**src/design/brhp_pkg.sv**
```systemverilog
// ---------------------------------------------------------------------------
// Range header parser package
// Shared codes, state records and the segment close function.
// ---------------------------------------------------------------------------
package brhp_pkg;

  // Parse phases
  localparam logic [2:0] PH_UNIT  = 3'd0;
  localparam logic [2:0] PH_START = 3'd1;
  localparam logic [2:0] PH_END   = 3'd2;
  localparam logic [2:0] PH_SKIP  = 3'd3;
  localparam logic [2:0] PH_ERROR = 3'd4;

  // Number sub-phases
  localparam logic [2:0] NS_EMPTY  = 3'd0;
  localparam logic [2:0] NS_WS     = 3'd1;
  localparam logic [2:0] NS_SIGN   = 3'd2;
  localparam logic [2:0] NS_DIGITS = 3'd3;
  localparam logic [2:0] NS_TRAIL  = 3'd4;
  localparam logic [2:0] NS_BAD    = 3'd5;

  // Start field kinds
  localparam logic [1:0] SK_EMPTY  = 2'd0;
  localparam logic [1:0] SK_SUFFIX = 2'd1;
  localparam logic [1:0] SK_VALUE  = 2'd2;

  // Result kinds
  localparam logic [1:0] KIND_RECORD = 2'd0;
  localparam logic [1:0] KIND_END    = 2'd1;
  localparam logic [1:0] KIND_ERROR  = 2'd2;

  // Error codes
  localparam logic [2:0] ERR_NONE       = 3'd0;
  localparam logic [2:0] ERR_NO_EQ      = 3'd1;
  localparam logic [2:0] ERR_NO_DASH    = 3'd2;
  localparam logic [2:0] ERR_BAD_SUFFIX = 3'd3;
  localparam logic [2:0] ERR_BAD_NUMBER = 3'd4;
  localparam logic [2:0] ERR_ORDER      = 3'd5;

  // Characters
  localparam logic [7:0] CH_EQ    = 8'h3D;
  localparam logic [7:0] CH_COMMA = 8'h2C;
  localparam logic [7:0] CH_DASH  = 8'h2D;
  localparam logic [7:0] CH_PLUS  = 8'h2B;
  localparam logic [7:0] CH_SP    = 8'h20;
  localparam logic [7:0] CH_TAB   = 8'h09;
  localparam logic [7:0] CH_CR    = 8'h0D;
  localparam logic [7:0] CH_0     = 8'h30;
  localparam logic [7:0] CH_9     = 8'h39;

  // Largest accumulator that may still take another digit
  localparam logic [63:0] ACC_GUARD = 64'd922337203685477580;

  // Number being parsed; magnitude reaches 2^63, hence 64 bits
  typedef struct packed {
    logic [2:0]  sub;
    logic        neg;
    logic [63:0] acc;
    logic        ovf;
  } brhp_num_t;

  // Parser state after one byte, handed to the close stage
  typedef struct packed {
    logic [2:0]  phase;
    logic [1:0]  kind;
    logic [62:0] saved;
    brhp_num_t   num;
    logic [2:0]  perr;
    logic        do_close;
    logic        fin;
  } brhp_snap_t;

  typedef struct packed {
    logic        rec;
    logic [2:0]  err;
    logic [62:0] start;
    logic [62:0] len;
  } brhp_close_t;

  // Result on its way to the output stage
  typedef struct packed {
    logic [1:0]  kind;
    logic        rec;
    logic [62:0] start;
    logic [62:0] len;
    logic [2:0]  err;
    logic        last;
  } brhp_res_t;

  function automatic logic num_ok(input brhp_num_t n);
    return (n.sub == NS_DIGITS || n.sub == NS_TRAIL) && !n.ovf && (n.neg || !n.acc[63]);
  endfunction

  // Close one segment: error code, or a (start, length) record
  function automatic brhp_close_t close_seg(input logic [2:0]  phase,
                                            input logic [1:0]  kind,
                                            input logic [62:0] saved,
                                            input brhp_num_t   num,
                                            input logic [62:0] size);
    brhp_close_t cl;
    logic [63:0] size_w;
    logic [63:0] saved_w;
    cl      = '0;
    size_w  = {1'b0, size};
    saved_w = {1'b0, saved};
    case (phase)
      PH_START: begin
        cl.err = ERR_NO_DASH;
      end
      PH_END: begin
        if (kind == SK_SUFFIX) begin
          if (num.sub == NS_EMPTY || num.neg) begin
            cl.err = ERR_BAD_SUFFIX;
          end else if (!num_ok(num)) begin
            cl.err = ERR_BAD_NUMBER;
          end else begin
            cl.rec = 1'b1;
            if (num.acc > size_w) begin
              cl.start = '0;
              cl.len   = size;
            end else begin
              cl.start = size - num.acc[62:0];
              cl.len   = num.acc[62:0];
            end
          end
        end else if (num.sub == NS_EMPTY) begin
          cl.rec   = 1'b1;
          cl.start = saved;
          cl.len   = size - saved;
        end else if (!num_ok(num)) begin
          cl.err = ERR_BAD_NUMBER;
        end else if ((num.neg && num.acc != '0) || saved_w > num.acc) begin
          cl.err = ERR_ORDER;
        end else begin
          cl.rec   = 1'b1;
          cl.start = saved;
          if (num.acc >= size_w) begin
            cl.len = size - saved;
          end else begin
            cl.len = num.acc[62:0] - saved + 63'd1;
          end
        end
      end
      default: begin
      end
    endcase
    return cl;
  endfunction

endpackage

```
**src/design/byte_range_header_parser_core.sv**
```systemverilog
// ---------------------------------------------------------------------------
// Byte range header parser core
// Streams a Range header in byte by byte and emits (start, length) records.
// ---------------------------------------------------------------------------
// One header byte is taken per clock cycle unless the output stalls, and the
// result it causes reaches the output through its register stages: an input
// register, the parse state update, the segment close and the running total
// each own one register stage. in_tready follows out_tready combinationally,
// so the whole pipeline holds while a finished result waits to be taken.
// Bytes up to the first '=' are skipped; every ',' and the final byte close a
// segment. A record carries start and length clamped to resource_size; the
// final byte (in_tlast) always yields exactly one closing result: a record,
// an end marker, or the first parse error, after which the consumer should
// drop the records of that header. Write resource_size only while no header
// is in flight and the pipeline has drained.
module byte_range_header_parser_core (
  input  logic         clk,
  input  logic         rst_n,
  // Configuration: resource_size
  input  logic         cfg_valid,
  output logic         cfg_ready,
  input  logic [62:0]  cfg_data,
  // Header bytes
  input  logic         in_tvalid,
  output logic         in_tready,
  input  logic [7:0]   in_tdata,   // [7:0] header_byte
  input  logic         in_tlast,   // final_byte
  // Results
  output logic         out_tvalid,
  input  logic         out_tready,
  output logic [191:0] out_tdata,  // [62:0] range_start, [125:63] range_length,
                                   // [188:126] running_total, [191:189] error_code
  output logic [1:0]   out_tuser,  // [1:0] result_kind
  output logic         out_tlast   // last_result
);
  import brhp_pkg::*;

  logic [62:0] size_r;
  logic        advance;
  logic        snap_valid;
  brhp_snap_t  snap;
  logic        res_valid;
  brhp_res_t   res;
  brhp_res_t   out_res;
  logic [62:0] out_total;

  // Move every stage together whenever the output register is free
  assign advance   = !out_tvalid || out_tready;
  assign in_tready = advance;
  assign cfg_ready = 1'b1;

  always_ff @(posedge clk) begin
    if (!rst_n) begin
      size_r <= '0;
    end else if (cfg_valid) begin
      size_r <= cfg_data;
    end
  end

  // Byte parse and per-header state
  brhp_parser u_parser (
    .clk        (clk),
    .rst_n      (rst_n),
    .advance    (advance),
    .in_valid   (in_tvalid),
    .in_byte    (in_tdata),
    .in_fin     (in_tlast),
    .size       (size_r),
    .snap_valid (snap_valid),
    .snap       (snap)
  );

  // Segment close: clamping and error checks
  brhp_closer u_closer (
    .clk        (clk),
    .rst_n      (rst_n),
    .advance    (advance),
    .snap_valid (snap_valid),
    .snap       (snap),
    .size       (size_r),
    .res_valid  (res_valid),
    .res        (res)
  );

  // Saturating total and output register
  brhp_accum u_accum (
    .clk       (clk),
    .rst_n     (rst_n),
    .advance   (advance),
    .res_valid (res_valid),
    .res       (res),
    .out_valid (out_tvalid),
    .out_res   (out_res),
    .out_total (out_total)
  );

  assign out_tdata = {out_res.err, out_total, out_res.len, out_res.start};
  assign out_tuser = out_res.kind;
  assign out_tlast = out_res.last;

endmodule

```
**src/design/brhp_parser.sv**
```systemverilog
// ---------------------------------------------------------------------------
// Range header parser front end
// Input register and per-byte parse state; emits a snapshot per byte.
// ---------------------------------------------------------------------------
module brhp_parser (
  input  logic               clk,
  input  logic               rst_n,
  input  logic               advance,
  input  logic               in_valid,
  input  logic [7:0]         in_byte,
  input  logic               in_fin,
  input  logic [62:0]        size,
  output logic               snap_valid,
  output brhp_pkg::brhp_snap_t snap
);
  import brhp_pkg::*;

  logic       in_valid_r;
  logic [7:0] byte_r;
  logic       fin_r;

  logic [2:0]  phase_r, phase_nxt;
  logic        segnz_r, segnz_nxt;
  brhp_num_t   num_r, num_nxt;
  logic [62:0] saved_r, saved_nxt;
  logic [1:0]  kind_r, kind_nxt;
  logic [2:0]  perr_r, perr_nxt;

  logic        snap_valid_r;
  brhp_snap_t  snap_r, snap_nxt;

  logic [2:0]  p1;
  logic        seg1;
  brhp_num_t   num1;
  logic [62:0] saved1;
  logic [1:0]  kind1;
  logic [2:0]  perr1;
  logic        do_close;
  logic [2:0]  comma_err;

  function automatic brhp_num_t feed_num(input brhp_num_t n, input logic [7:0] c);
    brhp_num_t  r;
    logic       dig;
    logic       ws;
    logic [3:0] d;
    r   = n;
    dig = (c >= CH_0) && (c <= CH_9);
    ws  = (c >= CH_TAB) && (c <= CH_CR);
    d   = c[3:0];
    case (n.sub)
      NS_EMPTY, NS_WS: begin
        if (c != CH_SP) begin
          if (ws) begin
            r.sub = NS_WS;
          end else if (c == CH_PLUS || c == CH_DASH) begin
            r.neg = (c == CH_DASH);
            r.sub = NS_SIGN;
          end else if (dig) begin
            r.acc = {60'd0, d};
            r.sub = NS_DIGITS;
          end else begin
            r.sub = NS_BAD;
          end
        end
      end
      NS_SIGN: begin
        if (dig) begin
          r.acc = {60'd0, d};
          r.sub = NS_DIGITS;
        end else begin
          r.sub = NS_BAD;
        end
      end
      NS_DIGITS: begin
        if (dig) begin
          if (n.ovf || n.acc > ACC_GUARD || (n.acc == ACC_GUARD && d > 4'd8)) begin
            r.ovf = 1'b1;
          end else begin
            r.acc = (n.acc << 3) + (n.acc << 1) + {60'd0, d};
          end
        end else if (c == CH_SP) begin
          r.sub = NS_TRAIL;
        end else begin
          r.sub = NS_BAD;
        end
      end
      NS_TRAIL: begin
        if (c != CH_SP) begin
          r.sub = NS_BAD;
        end
      end
      default: begin
      end
    endcase
    return r;
  endfunction

  // A comma closes the segment held in the registers; only its error matters here
  assign comma_err = close_seg(phase_r, kind_r, saved_r, num_r, size).err;

  always_comb begin
    p1     = phase_r;
    seg1   = segnz_r;
    num1   = num_r;
    saved1 = saved_r;
    kind1  = kind_r;
    perr1  = perr_r;
    if (phase_r == PH_UNIT) begin
      if (byte_r == CH_EQ) begin
        p1     = PH_START;
        seg1   = 1'b0;
        num1   = '0;
        saved1 = '0;
        kind1  = SK_EMPTY;
      end
    end else if (phase_r != PH_ERROR && byte_r != CH_COMMA) begin
      seg1 = 1'b1;
      if (phase_r == PH_START) begin
        if (byte_r == CH_DASH) begin
          if (num_r.sub == NS_EMPTY) begin
            kind1 = SK_SUFFIX;
            p1    = PH_END;
            num1  = '0;
          end else if (!num_ok(num_r)) begin
            p1    = PH_ERROR;
            perr1 = ERR_BAD_NUMBER;
          end else if (num_r.acc >= {1'b0, size}) begin
            p1   = PH_SKIP;
            num1 = '0;
          end else begin
            saved1 = num_r.acc[62:0];
            kind1  = SK_VALUE;
            p1     = PH_END;
            num1   = '0;
          end
        end else begin
          num1 = feed_num(num_r, byte_r);
        end
      end else if (phase_r == PH_END) begin
        num1 = feed_num(num_r, byte_r);
      end
    end

    do_close = (p1 == PH_START || p1 == PH_END || p1 == PH_SKIP) &&
               (byte_r == CH_COMMA || (fin_r && seg1));

    phase_nxt = p1;
    segnz_nxt = seg1;
    num_nxt   = num1;
    saved_nxt = saved1;
    kind_nxt  = kind1;
    perr_nxt  = perr1;
    if (fin_r) begin
      // back to reset values for the next header
      phase_nxt = PH_UNIT;
      segnz_nxt = 1'b0;
      num_nxt   = '0;
      saved_nxt = '0;
      kind_nxt  = SK_EMPTY;
      perr_nxt  = ERR_NONE;
    end else if (do_close) begin
      if (comma_err != ERR_NONE) begin
        phase_nxt = PH_ERROR;
        perr_nxt  = comma_err;
      end else begin
        phase_nxt = PH_START;
        segnz_nxt = 1'b0;
        num_nxt   = '0;
        saved_nxt = '0;
        kind_nxt  = SK_EMPTY;
      end
    end

    snap_nxt.phase    = p1;
    snap_nxt.kind     = kind1;
    snap_nxt.saved    = saved1;
    snap_nxt.num      = num1;
    snap_nxt.perr     = perr1;
    snap_nxt.do_close = do_close;
    snap_nxt.fin      = fin_r;
  end

  always_ff @(posedge clk) begin
    if (!rst_n) begin
      in_valid_r   <= 1'b0;
      snap_valid_r <= 1'b0;
      phase_r      <= PH_UNIT;
      segnz_r      <= 1'b0;
      num_r        <= '0;
      saved_r      <= '0;
      kind_r       <= SK_EMPTY;
      perr_r       <= ERR_NONE;
    end else if (advance) begin
      in_valid_r   <= in_valid;
      snap_valid_r <= in_valid_r;
      if (in_valid_r) begin
        phase_r <= phase_nxt;
        segnz_r <= segnz_nxt;
        num_r   <= num_nxt;
        saved_r <= saved_nxt;
        kind_r  <= kind_nxt;
        perr_r  <= perr_nxt;
      end
    end
  end

  always_ff @(posedge clk) begin
    if (advance) begin
      if (in_valid) begin
        byte_r <= in_byte;
        fin_r  <= in_fin;
      end
      snap_r <= snap_nxt;
    end
  end

  assign snap_valid = snap_valid_r;
  assign snap       = snap_r;

endmodule

```
**src/design/brhp_closer.sv**
```systemverilog
// ---------------------------------------------------------------------------
// Range header parser segment close
// Turns a byte snapshot into a record, end marker or error result.
// ---------------------------------------------------------------------------
module brhp_closer (
  input  logic                 clk,
  input  logic                 rst_n,
  input  logic                 advance,
  input  logic                 snap_valid,
  input  brhp_pkg::brhp_snap_t snap,
  input  logic [62:0]          size,
  output logic                 res_valid,
  output brhp_pkg::brhp_res_t  res
);
  import brhp_pkg::*;

  brhp_close_t cl;
  brhp_res_t   res_nxt;
  logic        has_out;
  logic        res_valid_r;
  brhp_res_t   res_r;

  assign cl = close_seg(snap.phase, snap.kind, snap.saved, snap.num, size);

  always_comb begin
    res_nxt      = '0;
    res_nxt.last = snap.fin;
    has_out      = 1'b0;
    if (snap.fin) begin
      has_out = 1'b1;
      if (snap.phase == PH_UNIT) begin
        res_nxt.kind = KIND_ERROR;
        res_nxt.err  = ERR_NO_EQ;
      end else if (snap.phase == PH_ERROR) begin
        res_nxt.kind = KIND_ERROR;
        res_nxt.err  = snap.perr;
      end else if (snap.do_close && cl.err != ERR_NONE) begin
        res_nxt.kind = KIND_ERROR;
        res_nxt.err  = cl.err;
      end else if (snap.do_close && cl.rec) begin
        res_nxt.kind  = KIND_RECORD;
        res_nxt.rec   = 1'b1;
        res_nxt.start = cl.start;
        res_nxt.len   = cl.len;
      end else begin
        res_nxt.kind = KIND_END;
      end
    end else if (snap.do_close && cl.rec) begin
      has_out       = 1'b1;
      res_nxt.kind  = KIND_RECORD;
      res_nxt.rec   = 1'b1;
      res_nxt.start = cl.start;
      res_nxt.len   = cl.len;
    end
  end

  always_ff @(posedge clk) begin
    if (!rst_n) begin
      res_valid_r <= 1'b0;
    end else if (advance) begin
      res_valid_r <= snap_valid && has_out;
    end
  end

  always_ff @(posedge clk) begin
    if (advance) begin
      res_r <= res_nxt;
    end
  end

  assign res_valid = res_valid_r;
  assign res       = res_r;

endmodule

```
**src/design/brhp_accum.sv**
```systemverilog
// ---------------------------------------------------------------------------
// Range header parser running total and output register
// Adds record lengths with saturation and holds the result for the consumer.
// ---------------------------------------------------------------------------
module brhp_accum (
  input  logic                clk,
  input  logic                rst_n,
  input  logic                advance,
  input  logic                res_valid,
  input  brhp_pkg::brhp_res_t res,
  output logic                out_valid,
  output brhp_pkg::brhp_res_t out_res,
  output logic [62:0]         out_total
);
  import brhp_pkg::*;

  logic [62:0] total_r, total_nxt;
  logic [63:0] sum;
  logic [62:0] total_new;
  logic        out_valid_r;
  brhp_res_t   out_res_r;
  logic [62:0] out_total_r;

  assign sum       = {1'b0, total_r} + {1'b0, res.len};
  assign total_new = res.rec ? (sum[63] ? '1 : sum[62:0]) : total_r;
  assign total_nxt = res.last ? '0 : total_new;

  always_ff @(posedge clk) begin
    if (!rst_n) begin
      out_valid_r <= 1'b0;
      total_r     <= '0;
    end else if (advance) begin
      out_valid_r <= res_valid;
      if (res_valid) begin
        total_r <= total_nxt;
      end
    end
  end

  always_ff @(posedge clk) begin
    if (advance && res_valid) begin
      out_res_r   <= res;
      out_total_r <= (res.kind == KIND_ERROR) ? '0 : total_new;
    end
  end

  assign out_valid = out_valid_r;
  assign out_res   = out_res_r;
  assign out_total = out_total_r;

endmodule

```
**config.mk**
```make
export PLATFORM = sky130hd
export DESIGN_NAME = byte_range_header_parser_core
export DESIGN_NICKNAME = d
export VERILOG_FILES = /design/src/design/brhp_pkg.sv /design/src/design/byte_range_header_parser_core.sv /design/src/design/brhp_parser.sv /design/src/design/brhp_closer.sv /design/src/design/brhp_accum.sv
export SDC_FILE = /design/constraint.sdc
export NUM_CORES = 2
export LEC_CHECK = 0
export BUFFER_PORTS_ARGS = -buffer_cell sky130_fd_sc_hd__buf_4
export CORE_MARGIN = 2
export CORE_UTILIZATION = 37
export CTS_BUF_LIST = sky130_fd_sc_hd__clkbuf_4 sky130_fd_sc_hd__clkbuf_8
export DETAILED_ROUTE_END_ITERATION = 10
export PLACE_DENSITY_LB_ADDON = 0.08
export SYNTH_ARGS = -nofsm -noshare
export SYNTH_HDL_FRONTEND = slang
export SYNTH_HIERARCHICAL = 1
export SYNTH_SLANG_ARGS = --single-unit
```
**constraint.sdc**
```tcl
create_clock -name clk -period 34.4 [get_ports clk]
set_input_delay 1.72 -clock clk [delete_from_list [all_inputs] [get_ports clk]]
set_output_delay 1.72 -clock clk [all_outputs]
set_load 0.02 [all_outputs]
```
==> results by group <==
Outcome
  – Run status: complete, but fails checks
  – Violated checks: capacitance limit

Cells and area
  – Commonest non-fill, non-tap cells in the layout: 684 x ha_1, 551 x a21oi_1, 535 x nand2_1, 479 x edfxtp_1, 462 x nor2_1
  – Proportion of layout cells with a drive suffix above 1: 10.50%
  – Count of nets after finishing: around 7400
  – Most common cell after layout, fill and taps aside: ha_1
  – Area growth, synth to finish: 11.92%
  – Fill count: 15680
  – Layout Cell Area excl Fill: 0.06477 mm^2

Clocking
  – Clock-pin slew on the worst setup and hold paths: roughly 70 ps
  – Worst-case clock buffer depth: 3
  – Sinks on the clock net: roughly 750
  – Clock buffers created by TritonCTS: 142
  – H-tree depth: 4
  – Number of hold buffers added after CTS: 0
  – Clk_lat worst skew: about 900 ps
  – Post-cts gate resize count: 0
  – TritonCTS clock tree: done
  – Setup fix buffers added after clock tree synthesis: 0
  – Clk root buf: clkbuf_8

Timing
  – Final hold viol count: 0
  – Final Skew: 66.01 ps
  – Final min period: 6181 ps
  – Number of pins with negative max-slew slack in the final report: 0
  – Slew headroom: 0.9280%
  – Crit share post-route: 17.97%
  – Setup TNS: 0 ps
  – Highest clock frequency the design can meet: 0.1618 GHz
  – Setup-failing EPs final: 0
  – Setup repair after global routing missed its margin: false
  – Transition time at the pin with the least slew margin: 1463 ps

Critical path
  – Critical path required time: around 35000 ps
  – Worst path max stage delay: 1230 ps
  – Cells traversed along the worst timing path: inv_1 > ha_1 > nand2b_1 > a2111o_1 > a32oi_1 > a21oi_1 > a211oi_1 > o31ai_1 > a2111oi_2 > buf_4 > and3_2 > a22o_1
  – Cell with the biggest individual delay on the critical path: and3_2
  – Startpoint type of the worst setup path: flip-flop
  – Type of the worst setup path: flip-flop to flip-flop
  – CP Buf/Inv Count: 2
  – CP Capture Type: flip-flop
  – Data arrival, critical path: 6990 ps
  – Gate family responsible for the most delay along the worst path: compound AO/OA/AOI/OAI gates
  – Largest driver fanout on the critical path: 65

Global routing
  – Met3 usage: 4.032%
  – Overflow left after global routing: 0
  – Number of global-route vias before repair: a little under 50000
  – Layer with the highest usage after global routing: met1
  – Met2 Usage GRT: 42.29%
  – Initial antenna violation count: 10
  – Wire length of the first global-routing pass: around 340 mm
  – Total routing usage reported by global routing: 28.60%
  – Met1 track demand over resource in global routing: 42.30%
  – Maximum number of pins on one net before global-route repair: ~120

Synthesis
  – Synthesized netlist net count: approximately 7200
  – Syn Std Cell Area: 0.05787 mm^2
  – Syn_area_per_cell: 8.942 um^2
  – Number of warnings issued by yosys: 6
  – Synthesized instance count: 6472

Floorplan
  – Std-Cell Rows: 145
  – Total core area: 0.1558 mm^2
  – Die footprint: 0.1596 mm^2
  – Height of the die: 399.5 um
  – Boundary Pins: approximately 280
  – Effective utilization at floorplan: 37.13%
  – Chip width: between 300 and 400 um

Place
  – Cell area after placement: 0.06155 mm^2
  – Port Buf Inserts: 273
  – Detailed placement HPWL: about 190 mm
  – Last weighted congestion value of the routability-driven placer: slightly below 1

Drt
  – Total wirelength of the detailed-routed design: roughly 230 mm
  – DR iter-0 viols: between 5000 and 6000
  – Total iterations of the first detailed-routing run: 7
  – Total DRC errors in the routed layout: 0
  – Antenna-violating nets left: 0
  – Post-detailed-route via-to-cell ratio: 5.877
  – Vias after detailed routing: 51800
  – Drt wl/cell: 26.57 um

Power and ir drop
  – Largest voltage drop on the vdd net: 0.00002689 V
  – Power density over the cells: 36.50 mW/mm^2
  – P_leak: 27.28 nW

Hold path
  – Tightest Hold Check Type: flip-flop to flip-flop

Run
  – Maximum capacitance violations: 1
## state kept, by name, indices dropped and copies added (netlist names), 8 cells and up
name	count
size_r	63
u_accum/out_res	132
u_accum/out_total	63
u_accum/total_r	63
u_closer/res	133
u_parser/byte_r	8
u_parser/num_r	69
u_parser/saved_r	63
u_parser/snap	142
## through the flow
stage	cells	setup slack [ps]	total power, W	util (%)	hold slack (ps)
after floorplan	6472	19300	0.001244	-	400.3
final	8813	28220	0.002364	41.56	384.5
after CTS	8811	28200	0.002387	41.56	393.5
after global routing	8812	28040	0.002461	41.56	401.4
after global placement	8548	28190	0.001378	39.49	401.7
after detailed placement	8548	28260	0.001372	39.49	404.5
## worst paths after layout
kind | startpoint | endpoint | slack (ps) | depth (start not counted)
worst max-delay path | u_parser/num_r[1] | u_parser/saved_r[48] | 28220 | 12
worst min-delay path | u_closer/res[88] | u_accum/out_res[88] | 380 | 0
worst max register to register | u_parser/num_r[1] | u_parser/saved_r[48] | 28220 | 12
worst min register to register | u_closer/res[88] | u_accum/out_res[88] | 380 | 0
## worst reg2reg max path: stages (launching register included)
cell       delay, ps
dfxtp_1          580
inv_1            280
ha_1             330
nand2b_1         130
a2111o_1         410
a32oi_1          320
a21oi_1          230
a211oi_1         690
o31ai_1          320
a2111oi_2        550
buf_4            720
and3_2          1260
a22o_1           300
## where the power goes
group | internal (W) | leakage [nW] | total [W] | switching (W)
registers | 0.000958 | 7.36 | 0.000977 | 0.0000193
logic | 0.000144 | 18.2 | 0.000386 | 0.000242
clock network | 0.000576 | 1.68 | 0.00100 | 0.000424
total | 0.00168 | 27.3 | 0.00236 | 0.000686
## per-layer routing
metal / share of wire (%) / vias up
met5: 0.0056 / -
met4: 3.4 / 2
met3: 6.2 / 293
met2: 42 / 1893
met1: 48 / 25210
li1: - / 24400
## area by class of cell
cell class / count / area [um^2] / area share (%)
inverters: 435 / 1640 / 2.533
flip-flops and latches: 749 / 19790 / 30.55
repair buffers: 333 / 2512 / 3.879
well taps: 2058 / 2575 / 3.976
multi-input cells: 4973 / 35030 / 54.09
clock inverters: 58 / 686.9 / 1.061
diodes: 2 / 5.005 / 0.007727
clock buffers: 205 / 2527 / 3.902
No activity file was read; power rests on OpenSTA's default activity.
